$ cat config.mk
export PLATFORM = sky130hd
export DESIGN_NAME = utf8_text_classifier_flat
export DESIGN_NICKNAME = d
export VERILOG_FILES = /design/src/design/utf8tc_pkg.sv /design/src/design/utf8tc_in_if.sv /design/src/design/utf8tc_out_if.sv /design/src/design/utf8tc_in_stage.sv /design/src/design/utf8tc_core.sv /design/src/design/utf8tc_out_stage.sv /design/src/design/utf8_text_classifier.sv /design/src/flat_wrapper.sv
export SDC_FILE = /design/constraint.sdc
export NUM_CORES = 1
export LEC_CHECK = 0
export BUFFER_PORTS_ARGS = -buffer_cell sky130_fd_sc_hd__buf_4
export CAP_MARGIN = 20
export CORE_MARGIN = 3
export CORE_UTILIZATION = 50
export DETAILED_ROUTE_END_ITERATION = 16
export MAX_ROUTING_LAYER = met4
export PLACE_DENSITY = 0.7
export SKIP_CTS_REPAIR_TIMING = 1
export SLEW_MARGIN = 20
export SYNTH_ARGS = -nofsm -noshare
export SYNTH_HDL_FRONTEND = slang
export SYNTH_SLANG_ARGS = --single-unit
export TNS_END_PERCENT = 5
$ cat constraint.sdc
create_clock -name clk -period 2.4 [get_ports clk]
set_clock_uncertainty 0.05 [all_clocks]
set_input_delay 0.48 -clock clk [delete_from_list [all_inputs] [get_ports clk]]
set_output_delay 0.48 -clock clk [all_outputs]
set_load 0.1 [all_outputs]
$ cat src/design/utf8tc_pkg.sv
package utf8tc_pkg;

  localparam logic [7:0] BYTE_SPACE   = 8'h20;
  localparam logic [7:0] BYTE_ZERO    = 8'h00;
  localparam logic [15:0] CJK_A_LO    = 16'h3400;
  localparam logic [15:0] CJK_A_HI    = 16'h4DBF;
  localparam logic [15:0] CJK_URO_LO  = 16'h4E00;
  localparam logic [15:0] CJK_URO_HI  = 16'h9FFF;
  localparam logic [15:0] CJK_CMP_LO  = 16'hF900;
  localparam logic [15:0] CJK_CMP_HI  = 16'hFAFF;
  localparam logic [7:0] MASK_TWO     = 8'hE0;
  localparam logic [7:0] MASK_THREE   = 8'hF0;
  localparam logic [7:0] MASK_FOUR    = 8'hF8;
  localparam logic [7:0] MASK_CONT    = 8'hC0;
  localparam logic [7:0] LEAD_CONT    = 8'h80;
  localparam logic [7:0] LEAD_TWO     = 8'hC0;
  localparam logic [7:0] LEAD_THREE   = 8'hE0;
  localparam logic [7:0] LEAD_FOUR    = 8'hF0;

  typedef enum logic [1:0] {
    VERDICT_EMPTY  = 2'd0,
    VERDICT_UTF8   = 2'd1,
    VERDICT_LEGACY = 2'd2
  } verdict_t;

  typedef struct packed {
    logic [7:0] data_byte;
    logic       end_of_text;
  } text_item_t;

  typedef struct packed {
    verdict_t verdict;
    logic     valid_utf8;
    logic     all_ascii;
    logic     has_cjk;
  } result_t;

  typedef struct packed {
    logic advance;
  } stage_ctl_t;

  function automatic logic in_cjk(input logic [15:0] u);
    in_cjk = (u >= CJK_A_LO && u <= CJK_A_HI) || (u >= CJK_URO_LO && u <= CJK_URO_HI) ||
             (u >= CJK_CMP_LO && u <= CJK_CMP_HI);
  endfunction

endpackage

$ cat src/design/utf8tc_in_if.sv
interface utf8tc_in_if;
  logic       valid;
  logic       ready;
  logic [7:0] data_byte;
  logic       end_of_text;

  modport source(output valid, output data_byte, output end_of_text, input ready);
  modport sink(input valid, input data_byte, input end_of_text, output ready);
endinterface

$ cat src/design/utf8tc_out_if.sv
interface utf8tc_out_if;
  logic       valid;
  logic       ready;
  logic [1:0] verdict;
  logic       valid_utf8;
  logic       all_ascii;
  logic       has_cjk;

  modport source(output valid, output verdict, output valid_utf8, output all_ascii,
                 output has_cjk, input ready);
  modport sink(input valid, input verdict, input valid_utf8, input all_ascii,
               input has_cjk, output ready);
endinterface

$ cat src/design/utf8tc_in_stage.sv
module utf8tc_in_stage
  import utf8tc_pkg::*;
(
  input  logic       clk,
  input  logic       rst,
  input  logic       in_valid,
  output logic       in_ready,
  input  text_item_t in_item,
  input  logic       out_free,
  output stage_ctl_t ctl,
  output text_item_t item
);

  logic busy;

  assign ctl.advance = busy && (!item.end_of_text || out_free);
  assign in_ready    = !busy || ctl.advance;

  always_ff @(posedge clk) begin
    if (rst) begin
      busy <= 1'b0;
    end else if (in_ready) begin
      busy <= in_valid;
    end
  end

  always_ff @(posedge clk) begin
    if (in_ready && in_valid) begin
      item <= in_item;
    end
  end

endmodule

$ cat src/design/utf8tc_core.sv
module utf8tc_core
  import utf8tc_pkg::*;
(
  input  logic       clk,
  input  logic       rst,
  input  stage_ctl_t ctl,
  input  text_item_t item,
  output result_t    result
);

  typedef struct packed {
    logic [1:0]  pending;
    logic        three_byte;
    logic [15:0] acc;
    logic        still_valid;
    logic        ascii;
    logic        cjk;
    logic        zero_seen;
    logic        nonspace;
  } field_state_t;

  localparam field_state_t STATE_INIT = '{
    pending: 2'd0, three_byte: 1'b0, acc: 16'd0, still_valid: 1'b1,
    ascii: 1'b1, cjk: 1'b0, zero_seen: 1'b0, nonspace: 1'b0
  };

  field_state_t st;
  field_state_t st_next;
  logic [7:0]   c;
  logic [15:0]  acc_shift;
  logic         ok;

  assign c         = item.data_byte;
  assign acc_shift = {st.acc[9:0], c[5:0]};

  always_comb begin
    st_next = st;
    if (!st.zero_seen) begin
      if (c == BYTE_ZERO) begin
        st_next.zero_seen = 1'b1;
      end else begin
        if (c != BYTE_SPACE) st_next.nonspace = 1'b1;
        if (c[7]) st_next.ascii = 1'b0;
        if (st.still_valid) begin
          if ((c & MASK_CONT) == LEAD_CONT) begin
            if (st.pending == 2'd0) begin
              st_next.still_valid = 1'b0;
            end else begin
              st_next.acc     = acc_shift;
              st_next.pending = st.pending - 2'd1;
              if (st.pending == 2'd1 && st.three_byte && in_cjk(acc_shift)) begin
                st_next.cjk = 1'b1;
              end
            end
          end else if (st.pending != 2'd0) begin
            st_next.still_valid = 1'b0;
          end else begin
            st_next.three_byte = 1'b0;
            st_next.acc        = 16'd0;
            if (c[7]) begin
              if ((c & MASK_TWO) == LEAD_TWO) begin
                st_next.pending = 2'd1;
              end else if ((c & MASK_THREE) == LEAD_THREE) begin
                st_next.pending    = 2'd2;
                st_next.three_byte = 1'b1;
                st_next.acc        = {12'd0, c[3:0]};
              end else if ((c & MASK_FOUR) == LEAD_FOUR) begin
                st_next.pending = 2'd3;
              end else begin
                st_next.still_valid = 1'b0;
              end
            end
          end
        end
      end
    end
  end

  assign ok                = st_next.still_valid && st_next.pending == 2'd0;
  assign result.valid_utf8 = ok;
  assign result.all_ascii  = st_next.ascii;
  assign result.has_cjk    = ok && st_next.cjk;

  always_comb begin
    if (!st_next.nonspace) begin
      result.verdict = VERDICT_EMPTY;
    end else if (ok && (st_next.ascii || st_next.cjk)) begin
      result.verdict = VERDICT_UTF8;
    end else begin
      result.verdict = VERDICT_LEGACY;
    end
  end

  always_ff @(posedge clk) begin
    if (rst) begin
      st <= STATE_INIT;
    end else if (ctl.advance) begin
      st <= item.end_of_text ? STATE_INIT : st_next;
    end
  end

endmodule

$ cat src/design/utf8tc_out_stage.sv
module utf8tc_out_stage
  import utf8tc_pkg::*;
(
  input  logic       clk,
  input  logic       rst,
  input  stage_ctl_t ctl,
  input  logic       last,
  input  result_t    result,
  input  logic       out_ready,
  output logic       out_valid,
  output logic       out_free,
  output result_t    out_result
);

  logic load;

  assign out_free = !out_valid || out_ready;
  assign load     = ctl.advance && last;

  always_ff @(posedge clk) begin
    if (rst) begin
      out_valid <= 1'b0;
    end else if (out_free) begin
      out_valid <= load;
    end
  end

  always_ff @(posedge clk) begin
    if (load) begin
      out_result <= result;
    end
  end

endmodule

$ cat src/design/utf8_text_classifier.sv
// Result path: the byte marked last is held in the input register, then its result
// is loaded into the output register (input register, then output register).
// Throughput: one byte per cycle; the input stalls only while a finished result
// waits in the output register and another last byte is held behind it.
// Reset (rst, synchronous, active high) clears the field state and empties both
// the input and output registers.
module utf8_text_classifier
  import utf8tc_pkg::*;
(
  input  logic                clk,
  input  logic                rst,
  utf8tc_in_if.sink           text_in,
  utf8tc_out_if.source        result_out
);

  stage_ctl_t ctl;
  text_item_t in_item;
  text_item_t item;
  result_t    result;
  result_t    out_result;
  logic       out_free;

  assign in_item.data_byte   = text_in.data_byte;
  assign in_item.end_of_text = text_in.end_of_text;

  utf8tc_in_stage u_in (
    .clk      (clk),
    .rst      (rst),
    .in_valid (text_in.valid),
    .in_ready (text_in.ready),
    .in_item  (in_item),
    .out_free (out_free),
    .ctl      (ctl),
    .item     (item)
  );

  utf8tc_core u_core (
    .clk    (clk),
    .rst    (rst),
    .ctl    (ctl),
    .item   (item),
    .result (result)
  );

  utf8tc_out_stage u_out (
    .clk        (clk),
    .rst        (rst),
    .ctl        (ctl),
    .last       (item.end_of_text),
    .result     (result),
    .out_ready  (result_out.ready),
    .out_valid  (result_out.valid),
    .out_free   (out_free),
    .out_result (out_result)
  );

  assign result_out.verdict    = out_result.verdict;
  assign result_out.valid_utf8 = out_result.valid_utf8;
  assign result_out.all_ascii  = out_result.all_ascii;
  assign result_out.has_cjk    = out_result.has_cjk;

`ifndef NO_ASSERTIONS
  a_stall_only_when_full: assert property (@(posedge clk) disable iff (rst)
    !text_in.ready |-> result_out.valid && !result_out.ready)
    else $error("input stalled with output free");

  a_utf8_needs_valid: assert property (@(posedge clk) disable iff (rst)
    result_out.valid && result_out.verdict == VERDICT_UTF8 |-> result_out.valid_utf8)
    else $error("UTF-8 verdict on invalid text");

  a_cjk_needs_valid: assert property (@(posedge clk) disable iff (rst)
    result_out.valid && result_out.has_cjk |-> result_out.valid_utf8 &&
      result_out.verdict == VERDICT_UTF8)
    else $error("CJK flag on text not judged UTF-8");

  a_result_from_last: assert property (@(posedge clk) disable iff (rst)
    $rose(result_out.valid) |-> $past(ctl.advance) && $past(item.end_of_text))
    else $error("result without a last byte");
`endif

endmodule
$ cat src/flat_wrapper.sv
// flat-port wrapper written by rule: the top's interface ports become plain ports
module utf8_text_classifier_flat import utf8tc_pkg::*;
  (clk, rst, text_in_valid, text_in_data_byte, text_in_end_of_text, text_in_ready, result_out_valid, result_out_verdict, result_out_valid_utf8, result_out_all_ascii, result_out_has_cjk, result_out_ready);
  utf8tc_in_if text_in_i ();
  utf8tc_out_if result_out_i ();
  input  logic clk;
  input  logic rst;
  input wire logic [$bits(text_in_i.valid)-1:0] text_in_valid;
  input wire logic [$bits(text_in_i.data_byte)-1:0] text_in_data_byte;
  input wire logic [$bits(text_in_i.end_of_text)-1:0] text_in_end_of_text;
  output wire logic [$bits(text_in_i.ready)-1:0] text_in_ready;
  output wire logic [$bits(result_out_i.valid)-1:0] result_out_valid;
  output wire logic [$bits(result_out_i.verdict)-1:0] result_out_verdict;
  output wire logic [$bits(result_out_i.valid_utf8)-1:0] result_out_valid_utf8;
  output wire logic [$bits(result_out_i.all_ascii)-1:0] result_out_all_ascii;
  output wire logic [$bits(result_out_i.has_cjk)-1:0] result_out_has_cjk;
  input wire logic [$bits(result_out_i.ready)-1:0] result_out_ready;
  assign text_in_i.valid = text_in_valid;
  assign text_in_i.data_byte = text_in_data_byte;
  assign text_in_i.end_of_text = text_in_end_of_text;
  assign text_in_ready = text_in_i.ready;
  assign result_out_valid = result_out_i.valid;
  assign result_out_verdict = result_out_i.verdict;
  assign result_out_valid_utf8 = result_out_i.valid_utf8;
  assign result_out_all_ascii = result_out_i.all_ascii;
  assign result_out_has_cjk = result_out_i.has_cjk;
  assign result_out_i.ready = result_out_ready;
  utf8_text_classifier u_core (.clk(clk), .rst(rst), .text_in(text_in_i), .result_out(result_out_i));
endmodule
# [Yosys cells after proc, flatten, opt, wreduce, memory -nomap -nowiden]
# Index checks and enable logic that the tools add are counted.
[totals] ff_bits=34 input_bits=13 output_inout_bits=7 word_cells=91
[op_classes] n_addsub=1 order_cmp=6 eq_ne=12 mux=29 reduce_logical=27
[op_table] cell="two-way mux 24 bit" n=2
[op_table] cell="two-way mux 20 bit" n=2
[op_table] cell="two-way mux 17 bit" n=2
[op_table] cell="<= comparator 16 bit (second input constant)" n=2
[op_table] cell="two-way mux 22 bit" n=1
[op_table] cell="two-way mux 19 bit" n=1
[op_table] cell="two-way mux 18 bit" n=1
[op_table] cell=">= comparator 16 x 14 -> 1 bit (second input constant)" n=1
[op_table] cell=">= comparator 16 x 15 -> 1 bit (second input constant)" n=1
[op_table] cell=">= comparator 16 bit (second input constant)" n=1
[op_table] cell="<= comparator 16 x 15 -> 1 bit (second input constant)" n=1
[op_table] cell="two-way mux 16 bit" n=1
[op_table] cell="two-way mux 1 bit" n=13
[op_table] cell="two-way mux 2 bit" n=6
[op_table] cell="AND reduction 6 bit" n=2
[op_table] cell="logical AND 1 bit" n=11
[op_table] cell="zero test 8 bit" n=1
[op_table] cell="!= test 2 x 1 -> 1 bit (second input constant)" n=4
[op_table] cell="!= test 8 x 6 -> 1 bit (second input constant)" n=1
[op_table] cell="logical OR 1 bit" n=6
[op_table] cell="!= test 3 x 2 -> 1 bit (second input constant)" n=2
[op_table] cell="== test 5 bit (second input constant)" n=1
[op_table] cell="== test 4 bit (second input constant)" n=1
[op_table] cell="zero test 2 bit" n=2
[op_table] cell="other kinds (6)" n=9

# [Depth between registers and ports, before layout]
# Gate-level depths: netlist (run 1).
[logic_depth] depth_word=15 ltp_mapped=6 mapped_depth_nobuf=5

# [Hierarchy]
# Synthesis (run 1) repeated with hierarchy kept, for this count alone.
[hier_totals] cells_unflattened=158 hier_area_um2=1662.8
[by_module_without_submodules] mod="utf8tc_core" n_inst=1 cells_each=132 area_per_inst_um2=1119.8 seq_area_each_um2=360.3
[by_module_without_submodules] mod="utf8tc_in_stage" n_inst=1 cells_each=16 area_per_inst_um2=342.8 seq_area_each_um2=290.3
[by_module_without_submodules] mod="utf8tc_out_stage" n_inst=1 cells_each=10 area_per_inst_um2=200.2 seq_area_each_um2=170.2

# [Worst setup path after synthesis (run 1)]
# Ideal clock, no wire load.
[synth_path] kind="reg-to-reg" from="register u_core.u_out.out_valid" to="register, netlist name u_core.u_in.item[0]" setup_time_ns=0.288 arrival_ns=2.841 t_required_ns=2.062 slack_ns=-0.779 stages_incl_launch_ff=3 path_buffers=0 synth_period_minus_slack_ns=3.179 cell_sequence="dfxtp_1 -> nand4_1 -> and2_1"
[synth_between] elab_chain_cells=6
[synth_lines] item="start, declared" line="utf8tc_out_stage.sv:10" rtl="output logic out_valid,"
[synth_lines] item="start signal, assigned" line="utf8tc_out_stage.sv:24" rtl="out_valid <= load;"
[synth_lines] item="zero test 1 bit" line="utf8tc_out_stage.sv:17" rtl="assign out_free = !out_valid || out_ready;"
[synth_lines] item="logical OR 1 bit" line="utf8tc_out_stage.sv:17"
[synth_lines] item="logical OR 1 bit" line="utf8tc_in_stage.sv:16" rtl="assign ctl.advance = busy && (!item.end_of_text || out_free);"
[synth_lines] item="logical AND 1 bit" line="utf8tc_in_stage.sv:16"
[synth_lines] item="logical OR 1 bit" line="utf8tc_in_stage.sv:17" rtl="assign in_ready = !busy || ctl.advance;"
[synth_lines] item="via text_in_ready" line="flat_wrapper.sv:11" rtl="output wire logic [$bits(text_in_i.ready)-1:0] text_in_ready;"
[synth_lines] item="logical AND 1 bit" line="utf8tc_in_stage.sv:28" rtl="if (in_ready && in_valid) begin"
# The timed path passes the listed nets, and every way through them passes these cells.
# A chain may end at the register's enable or synchronous reset.

# [Final worst setup path (run 1)]
[layout_path] from="register, netlist name u_core.u_in.item[0]" to="output port text_in_ready"
[layout_between] elab_chain_cells=4
[layout_lines] item="zero test 1 bit" line="utf8tc_in_stage.sv:16"
[layout_lines] item="logical OR 1 bit" line="utf8tc_in_stage.sv:16"
[layout_lines] item="logical AND 1 bit" line="utf8tc_in_stage.sv:16"
[layout_lines] item="logical OR 1 bit" line="utf8tc_in_stage.sv:17"
[layout_lines] item="end, declared" line="flat_wrapper.sv:11"
# Every way passes these cells.

==> flow_summary.yaml, run 1 <==
routing:
  ant_nets: 0
  first_pass_iters: 4
  routed_wl_mm: 3.150
  via_count: 1291
  routedWlPerCell_um: 13.70
  drt_iter0_drc: 94
  drc_errors: 0
  vias_per_cell: 5.613
final_layout:
  nFillCells: 280
  final_net_count: 198
  regArea_sq_um: 824.5
  antenna_cells: 0
  drive_gt1_frac: 0.2097
  final_common_cell: "buf_4"
  area_delta_synth_final_pct: 16.55
  multi_input_area_sq_um: 760.7
  mostFrequentLayoutCells: "20 x buf_4, 19 x nand2_1, 19 x dfxtp_1"
clock_tree:
  cts_tree: "yes"
  cts_buffers: 5
  cts.sinks: 34
  htreeDepth: 2
  clk_latency_ns: 0.34
  cts-root-buf: "clkbuf_4"
  clock_path_buffers: 2
  clk_pin_slew_ns: 0.10
synthesis:
  ys_ff_latch: 34
  synth-seq-area-share: 0.5050
  syn_inst: 162
  synthDistinctLibCells: 40
  syn_avg_cell_area_sq_um: 10.03
  synth_ff_type: "dfxtp_1"
  async_reset_ff_frac: 0
  synth_nets: 175
  synth_warnings: 0
  synth-edff-count: 14
  syn-cell-area_sq_um: 1625
sta:
  tns_ns: 0
  timing.slew.headroom: 0.6931
  finalSetupViolCount: 0
  worstMarginPinSlew_ns: 0.4590
  max_freq_ghz: 0.5134
  hold_viol_final: 0
  min_period_ns: 1.948
  rsz0062_at_grt: "no"
  slew_viol_final: 0
  period_share: 0.8116
  holdWs_ns: 0.2629
floorplan:
  core_sq_um: 3078
  die-width_um: 63.02
  ios: 20
  design.die.area_sq_um: 3971
  rows: 20
  start_util: 0.5280
  die_h_um: 63.02
setup_path:
  setup.worst_path.end_class: "primary output"
  cp_data_arrival_time_ns: 1.42
  setup.worst_path.start_class: "register"
  crit_fanout: 10
  crit_type: "reg -> out"
  cp_data_required_time_ns: 1.87
  timing.rr.start: "u_core.u_in.item[7]$_DFFE_PP_"
  critPathLaunch: "u_core.u_in.item[0]$_DFFE_PP_"
min_path:
  hold_path_class: "in -> reg"
  hold_path.startpoint: "text_in_data_byte[5]"
global_routing:
  grt_util_all_layers: 0.1853
  use_met3: 0.07194
  grt_most_used_layer: "met2"
  grt_pass1_wl_mm: 5.471
  use_met2: 0.2833
  antenna_found_initial: 0
  grt_pass1_vias: 1189
  grt_max_degree: 19
  globalRouteMet1Util: 0.2175
  gr-total-overflow: 0
placement:
  gp_congestion: 0.8834
  numPortBuffers: 19
  dp.final_hpwl_mm: 2.318
power:
  p_leak_nw: 0.6790
  p_per_area_nw_per_um2: 615.4
  peakVddDrop_v: 0.0003969
run_status:
  status: "complete, no violations"
run:
  maxCapViolations: 0
## registers in the layout, summed over array words and instances (netlist names)
register,flops
u_core.u_in.busy,1
u_core.u_out.out_valid,1
u_core.u_core.acc_shift,10
u_core.u_in.item,9
u_core.u_out.out_result,5
u_core.u_core.st,8
## cell type report
type                       instances  area share
timing repair buffer              20     0.07926
multi-input combinational        117      0.4016
clock inverter                     3     0.02114
tap                               44     0.02906
inverter                           7     0.01387
clock buffer                       5     0.01982
sequential                        34      0.4353
## metal layers
layer  wire length [um]  vias up
met5                  0        -
met4                 57        0
met3                164        6
met2               1538       32
met1               1390      612
li1                   -      641
## power breakdown
part / switching (mW) / internal (mW)
combinational: 0.0717 / 0.0474
sequential: 0.0210 / 0.620
clock: 0.190 / 0.216
## Yosys cell counts, types with 2 or more instances
cell type  instances  area [sq um]
a2111oi_2          2         30.03
a21oi_1            9         45.04
and2_1             2         12.51
and3_1             3         18.77
clkbuf_1           2         7.510
dfxtp_1           20         400.4
edfxtp_1          14         420.4
inv_1              7         26.28
mux2i_1           10         100.1
nand2_1           19         71.32
nand2b_1          13         81.33
nand3_1            3         15.01
nand3b_1           3         22.52
nand4_1            4         25.02
nand4b_1           2         17.52
nor2_1            12         45.04
nor3_1             3         15.01
nor4_1             3         18.77
o21a_1             2         15.01
o21ai_0            7         35.03
o32ai_1            2         17.52
xnor2_1            2         17.52
## path summary, 6_finish.rpt
| path | to | slack (ns) | cells past startpoint |
|---|---|---|---|
| max | text_in_ready | 0.45 | 2 |
| max reg2reg | u_core.u_out.out_result[4]$_SDFFCE_PP0P_ | 0.52 | 5 |
| min reg2reg | u_core.u_core.st[21]$_SDFFE_PP0P_ | 0.44 | 2 |
| min | u_core.u_in.item[6]$_DFFE_PP_ | 0.26 | 1 |
## critical path, cell delays in order, from the launching register on
cell and delay [ns]:
edfxtp_1 0.55, nand4_1 0.21, buf_4 0.32
## logic make-up after synthesis
group                     count (synthesis)  share of synthesized area
and+or+nand+nor                          75                     0.2648
DFF                                      34                     0.5050
AOI/OAI and AO/OA                        30                     0.1293
buffers and inverters                    11                    0.02849
muxes                                    10                    0.06159
xor gates and xnor gates                  2                    0.01078
## per-stage QoR
| stage | total power [mW] | cell area [sq um] | setup WS, ns | util | cells |
|---|---|---|---|---|---|
| 3_5_place_dp | 0.7736 | 1817 | 0.5097 | 0.5902 | 222 |
| 3_3_place_gp | 0.7718 | 1817 | 0.5004 | 0.5902 | 222 |
| 5_1_grt | 1.223 | 1894 | 0.3432 | 0.6154 | 230 |
| 6_report | 1.166 | 1894 | 0.4521 | 0.6154 | 230 |
| 2_1_floorplan | 0.7377 | 1632 | 0.01402 | - | 162 |
| 4_1_cts | 1.179 | 1894 | 0.4266 | 0.6154 | 230 |
Note: power is estimated with default switching activity, not from simulation.
==> inputs of run 2 (changes only) <==
--- a/config.mk
+++ b/config.mk
@@ -5,6 +5,7 @@
 export SDC_FILE = /design/constraint.sdc
 export NUM_CORES = 1
 export LEC_CHECK = 0
+export ABC_AREA = 1
 export BUFFER_PORTS_ARGS = -buffer_cell sky130_fd_sc_hd__buf_4
 export CAP_MARGIN = 20
 export CORE_MARGIN = 3
==> constraint.sdc (replaced) <==
create_clock -name clk -period 2 [get_ports clk]
set_clock_uncertainty 0.05 [all_clocks]
set_input_delay 0.4 -clock clk [delete_from_list [all_inputs] [get_ports clk]]
set_output_delay 0.4 -clock clk [all_outputs]
set_load 0.1 [all_outputs]
==> flow_summary.yaml, run 2 <==
setup_path:
  cp_data_arrival_time_ns: 1.39
  setup.worst_path.start_class: "register"
  reg2reg_to: "u_core.u_out.out_result[4]$_SDFFCE_PP0P_"
  setup.worst_path.end_class: "primary output"
  critPathLaunch: "u_core.u_in.item[0]$_DFFE_PP_"
  crit_fanout: 5
  timing.rr.start: "u_core.u_in.item[8]$_DFFE_PP_"
  r2r_cells: 10
  crit_type: "reg -> out"
  reg2reg_slack_ns: 0.18
  cp_data_required_time_ns: 1.55
clock_tree:
  cts_tree: "yes"
  clock_path_buffers: 2
  htreeDepth: 2
  cts_buffers: 5
  cts-root-buf: "clkbuf_4"
  clk_pin_slew_ns: 0.09
  clk_latency_ns: 0.33
  cts.sinks: 34
synthesis:
  synthTopCellsByCount: "40 x nand2_1, 35 x nor2_1, 26 x inv_1, 20 x dfxtp_1, 18 x o21ai_0"
  synth_nets: 237
  netlist_top_cells_area: "edfxtp_1 24%, dfxtp_1 23%, nand2_1 8.7%"
  syn-cell-area_sq_um: 1729
  synth_warnings: 0
  async_reset_ff_frac: 0
  synth-edff-count: 14
  synth-seq-area-share: 0.4747
  syn_avg_cell_area_sq_um: 7.719
  synthDistinctLibCells: 28
  synth.most_common_cell: "nand2_1"
  syn_inst: 224
  ys_ff_latch: 34
  synth_top_area_share: 0.2431
  synth_ff_type: "dfxtp_1"
  yosys.area.top_type: "edfxtp_1"
sta:
  worstMarginPinSlew_ns: 0.3659
  max_freq_ghz: 0.5449
  hold_viol_final: 0
  period_share: 0.9177
  min_period_ns: 1.835
  slew_viol_final: 0
  timing.final.ws_setup_ns: 0.1647
  tns_ns: 0
  timing.slew.headroom: 0.7547
  rsz0062_at_grt: "no"
  finalSetupViolCount: 0
routing:
  routed_wl_mm: 3.402
  drc_errors: 0
  routedWlPerCell_um: 11.61
  first_pass_iters: 4
  via_count: 1438
  drt_iter0_drc: 49
  ant_nets: 0
  vias_per_cell: 4.908
final_layout:
  final_common_cell: "nand2_1"
  area_delta_synth_final_pct: 14.69
  antenna_cells: 0
  fin_area_sq_um: 1983
  nFillCells: 315
  final_util: 0.6240
  drive_gt1_frac: 0.1928
  multi_input_area_sq_um: 780.7
  final_net_count: 261
  regArea_sq_um: 822.0
  mostFrequentLayoutCells: "40 x nand2_1, 35 x nor2_1, 26 x inv_1"
  largest_register_ffs: 10
global_routing:
  grt_pass1_vias: 1380
  grt_max_degree: 13
  gr-total-overflow: 0
  grt_pass1_wl_mm: 6.196
  antenna_found_initial: 0
  grt_util_all_layers: 0.1983
placement:
  numPortBuffers: 19
  postPlaceCellArea_sq_um: 1924
  dp.final_hpwl_mm: 2.648
  gp_congestion: 0.9066
  pre_cts_slack_ns: 0.08283
min_path:
  hold_path.startpoint: "text_in_data_byte[1]"
  hold_depth: 1
  hold_path_class: "in -> reg"
  min_delay_worst_endpoint: "u_core.u_in.item[2]$_DFFE_PP_"
power:
  peakVddDrop_v: 0.0004656
  p_per_area_nw_per_um2: 694.1
  p_leak_nw: 0.8652
  power_mw: 1.376
floorplan:
  core_sq_um: 3178
  die_h_um: 64.81
  design.die.area_sq_um: 4200
  start_util: 0.5441
  ios: 20
  die-width_um: 64.81
  rows: 20
run_status:
  status: "complete, no violations"
run:
  maxCapViolations: 0
==> run 2: cell types whose count changed after synthesis, moves of 4 or more <==
cell | previous run | this run
nand2_2 | 0 | 5
nand3_1 | 3 | 17
nand2_1 | 19 | 40
nor2_1 | 12 | 35
nand2b_1 | 13 | 0
a21oi_1 | 9 | 15
o21ai_0 | 7 | 18
inv_1 | 7 | 26
mux2i_1 | 10 | 0
nor3_1 | 3 | 7
==> run 2: worst max-delay path by stage <==
stage	endpoint	slack [ns]	depth (start not counted)
4_1_cts	text_in_ready	0.15	3
2_1_floorplan	u_core.u_in.item[0]$_DFFE_PP_	0.09	5
6_report	text_in_ready	0.16	3
5_1_grt	u_core.u_core.acc_shift[11]$_SDFFE_PP0P_	0.04	11
3_3_place_gp	u_core.u_core.acc_shift[15]$_SDFFE_PP0P_	0.18	11
3_5_place_dp	u_core.u_core.acc_shift[15]$_SDFFE_PP0P_	0.08	11
==> run 2: kinds of logic after synthesis <==
group	synth area share
simple gates	0.3155
buf+inv	0.08103
compound gates	0.1288
flops	0.4747
==> run 2: area by class of cell <==
type | instances | area share
tap | 44 | 0.02776
timing repair buffer | 21 | 0.07950
multi-input combinational | 157 | 0.3937
inverter | 29 | 0.05489
sequential | 34 | 0.4145
clock buffer | 8 | 0.02965
==> run 2: routing by layer <==
| layer | global-route usage | share of wire | vias up |
|---|---|---|---|
| li1 | - | - | 776 |
| met5 | - | 0 | - |
| met4 | 0.07652 | 0.016 | 0 |
| met1 | 0.2511 | 0.48 | 624 |
| met3 | 0.05373 | 0.058 | 6 |
| met2 | 0.3027 | 0.44 | 32 |
==> run 2: report_power, final <==
group / total, mW / internal [mW] / switching, mW
combinational: 0.202 / 0.0698 / 0.132
clock: 0.385 / 0.173 / 0.212
sequential: 0.790 / 0.759 / 0.0303
total: 1.38 / 1.00 / 0.374
==> run 2: per-stage QoR <==
stage / hold slack, ns / cells
6_report: 0.1907 / 293
5_1_grt: 0.1695 / 293
4_1_cts: 0.1831 / 293
3_5_place_dp: 0.4109 / 285
3_3_place_gp: 0.4132 / 285
2_1_floorplan: 0.3899 / 224
==> run 2: worst max-delay path, stage by stage (launching register included) <==
cell	delay [ns]
edfxtp_1	0.47
buf_4	0.20
nand3_4	0.09
buf_4	0.29
==> inputs of run 3 (changes only) <==
--- a/config.mk
+++ b/config.mk
@@ -5,9 +5,9 @@
 export SDC_FILE = /design/constraint.sdc
 export NUM_CORES = 1
 export LEC_CHECK = 0
-export ABC_AREA = 1
+export ABC_AREA = 0
 export BUFFER_PORTS_ARGS = -buffer_cell sky130_fd_sc_hd__buf_4
-export CAP_MARGIN = 20
+export CAP_MARGIN = 5
 export CORE_MARGIN = 3
 export CORE_UTILIZATION = 50
 export DETAILED_ROUTE_END_ITERATION = 16
==> flow_summary.yaml, run 3 (synthesis results as in run 1) <==
global_routing:
  antenna_found_initial: 0
  grt_pass1_wl_mm: 5.561
  gr-total-overflow: 0
  grt_max_degree: 19
  grt_util_all_layers: 0.1840
  grt_pass1_vias: 1220
setup_path:
  r2r_cells: 5
  timing.rr.start: "u_core.u_in.item[4]$_DFFE_PP_"
  setup.worst_path.end_class: "register"
  setup.worst_path.start_class: "register"
  cp_data_required_time_ns: 2.21
  crit_fanout: 6
  cp_data_arrival_time_ns: 2.15
  reg2reg_slack_ns: 0.06
  crit_type: "reg -> reg"
  reg2reg_to: "u_core.u_core.st[22]$_SDFFE_PP0P_"
final_layout:
  final_util: 0.6370
  drive_gt1_frac: 0.2320
  largest_register_ffs: 10
  fin_area_sq_um: 1961
  nFillCells: 265
  final_common_cell: "buf_4"
  final_net_count: 206
  area_delta_synth_final_pct: 20.63
  antenna_cells: 0
  mostFrequentLayoutCells: "28 x buf_4, 19 x nand2_1, 19 x dfxtp_1"
clock_tree:
  cts.sinks: 34
  clk_latency_ns: 0.33
  clk_pin_slew_ns: 0.09
  htreeDepth: 2
  cts_tree: "yes"
  clock_path_buffers: 2
  cts-root-buf: "clkbuf_4"
  cts_buffers: 5
floorplan:
  ios: 20
  die_h_um: 63.02
  rows: 20
  start_util: 0.5280
  design.die.area_sq_um: 3971
  die-width_um: 63.02
  core_sq_um: 3078
run:
  maxCapViolations: 0
min_path:
  min_delay_worst_endpoint: "u_core.u_in.item[4]$_DFFE_PP_"
  hold_path_class: "in -> reg"
  hold_path.startpoint: "text_in_data_byte[3]"
  hold_depth: 1
routing:
  via_count: 1324
  ant_nets: 0
  routedWlPerCell_um: 13.80
  first_pass_iters: 4
  vias_per_cell: 5.563
  drt_iter0_drc: 56
  drc_errors: 0
  routed_wl_mm: 3.284
sta:
  tns_ns: 0
  timing.slew.headroom: 0.6758
  worstMarginPinSlew_ns: 0.4849
  timing.final.ws_setup_ns: 0.06470
  max_freq_ghz: 0.5167
  hold_viol_final: 0
  finalSetupViolCount: 0
  holdWs_ns: 0.1896
  slew_viol_final: 0
  period_share: 0.9676
  min_period_ns: 1.935
placement:
  gp_congestion: 0.9503
  pre_cts_slack_ns: 0.1186
  numPortBuffers: 19
  dp.final_hpwl_mm: 2.425
  postPlaceCellArea_sq_um: 1847
run_status:
  status: "complete, no violations"
power:
  peakVddDrop_v: 0.0004316
  p_per_area_nw_per_um2: 646.2
  p_leak_nw: 0.7076
[run 3: cell types whose count changed in the layout (fill, tap and decap cells not counted), moves of 5 or more]
cell      before  now
inv_1         26    7
o21ai_0       18    7
nand3_1       16    3
nand2_1       40   19
nand2b_1       0   13
mux2i_1        0   10
nor2_1        35   12
nand2_2        5    0
a21oi_1       15    9
buf_4         21   28
[run 3: area by class of cell]
cell class	instances	area, sq um	area share
Clock buffer	5	37.54	0.01914
Clock inverter	3	11.26	0.005743
Inverter	7	26.28	0.01340
Multi-Input combinational cell	117	795.8	0.4059
Sequential cell	34	824.5	0.4205
Tap cell	44	55.05	0.02808
Timing Repair Buffer	28	210.2	0.1072
[run 3: worst max-delay path, stage by stage, from the launching register on]
cell	delay [ns]
edfxtp_1	0.51
nand2b_1	0.21
a2111oi_2	0.52
nor3_4	0.09
or3_1	0.33
a21oi_1	0.16
[run 3: how the worst max path moves through the flow]
stage                     slack [ns]                                start                                        to  cells after the start
final                           0.06        u_core.u_in.item[4]$_DFFE_PP_         u_core.u_core.st[22]$_SDFFE_PP0P_                      5
after global routing           -0.06        u_core.u_in.item[4]$_DFFE_PP_         u_core.u_core.st[22]$_SDFFE_PP0P_                      5
after CTS                        0.1        u_core.u_in.item[8]$_DFFE_PP_  u_core.u_out.out_result[4]$_SDFFCE_PP0P_                      5
after detailed placement        0.12        u_core.u_in.item[8]$_DFFE_PP_  u_core.u_out.out_result[4]$_SDFFCE_PP0P_                      5
after global placement           0.1        u_core.u_in.item[7]$_DFFE_PP_  u_core.u_out.out_result[4]$_SDFFCE_PP0P_                      5
after floorplan                -0.39  u_core.u_out.out_valid$_SDFFE_PP0P_             u_core.u_in.item[0]$_DFFE_PP_                      2
[run 3: layer usage]
metal	global-route usage	wire length [um]	vias to the layer above
li1	-	-	654
met1	0.2181	1450	630
met2	0.2938	1635	34
met3	0.05576	139	6
met4	0.06887	59	0
met5	-	0	-
[run 3: stage by stage]
step                      cells  power [mW]
after global routing        238       1.337
after detailed placement    226      0.9340
final                       238       1.267
after floorplan             162      0.8852
after CTS                   234       1.265
after global placement      226      0.9306
[run 3: power breakdown]
part	switching, mW	total [mW]	internal (mW)
Combinational	0.101	0.169	0.0687
Clock	0.210	0.335	0.125
Sequential	0.0183	0.762	0.744
Total	0.329	1.27	0.938
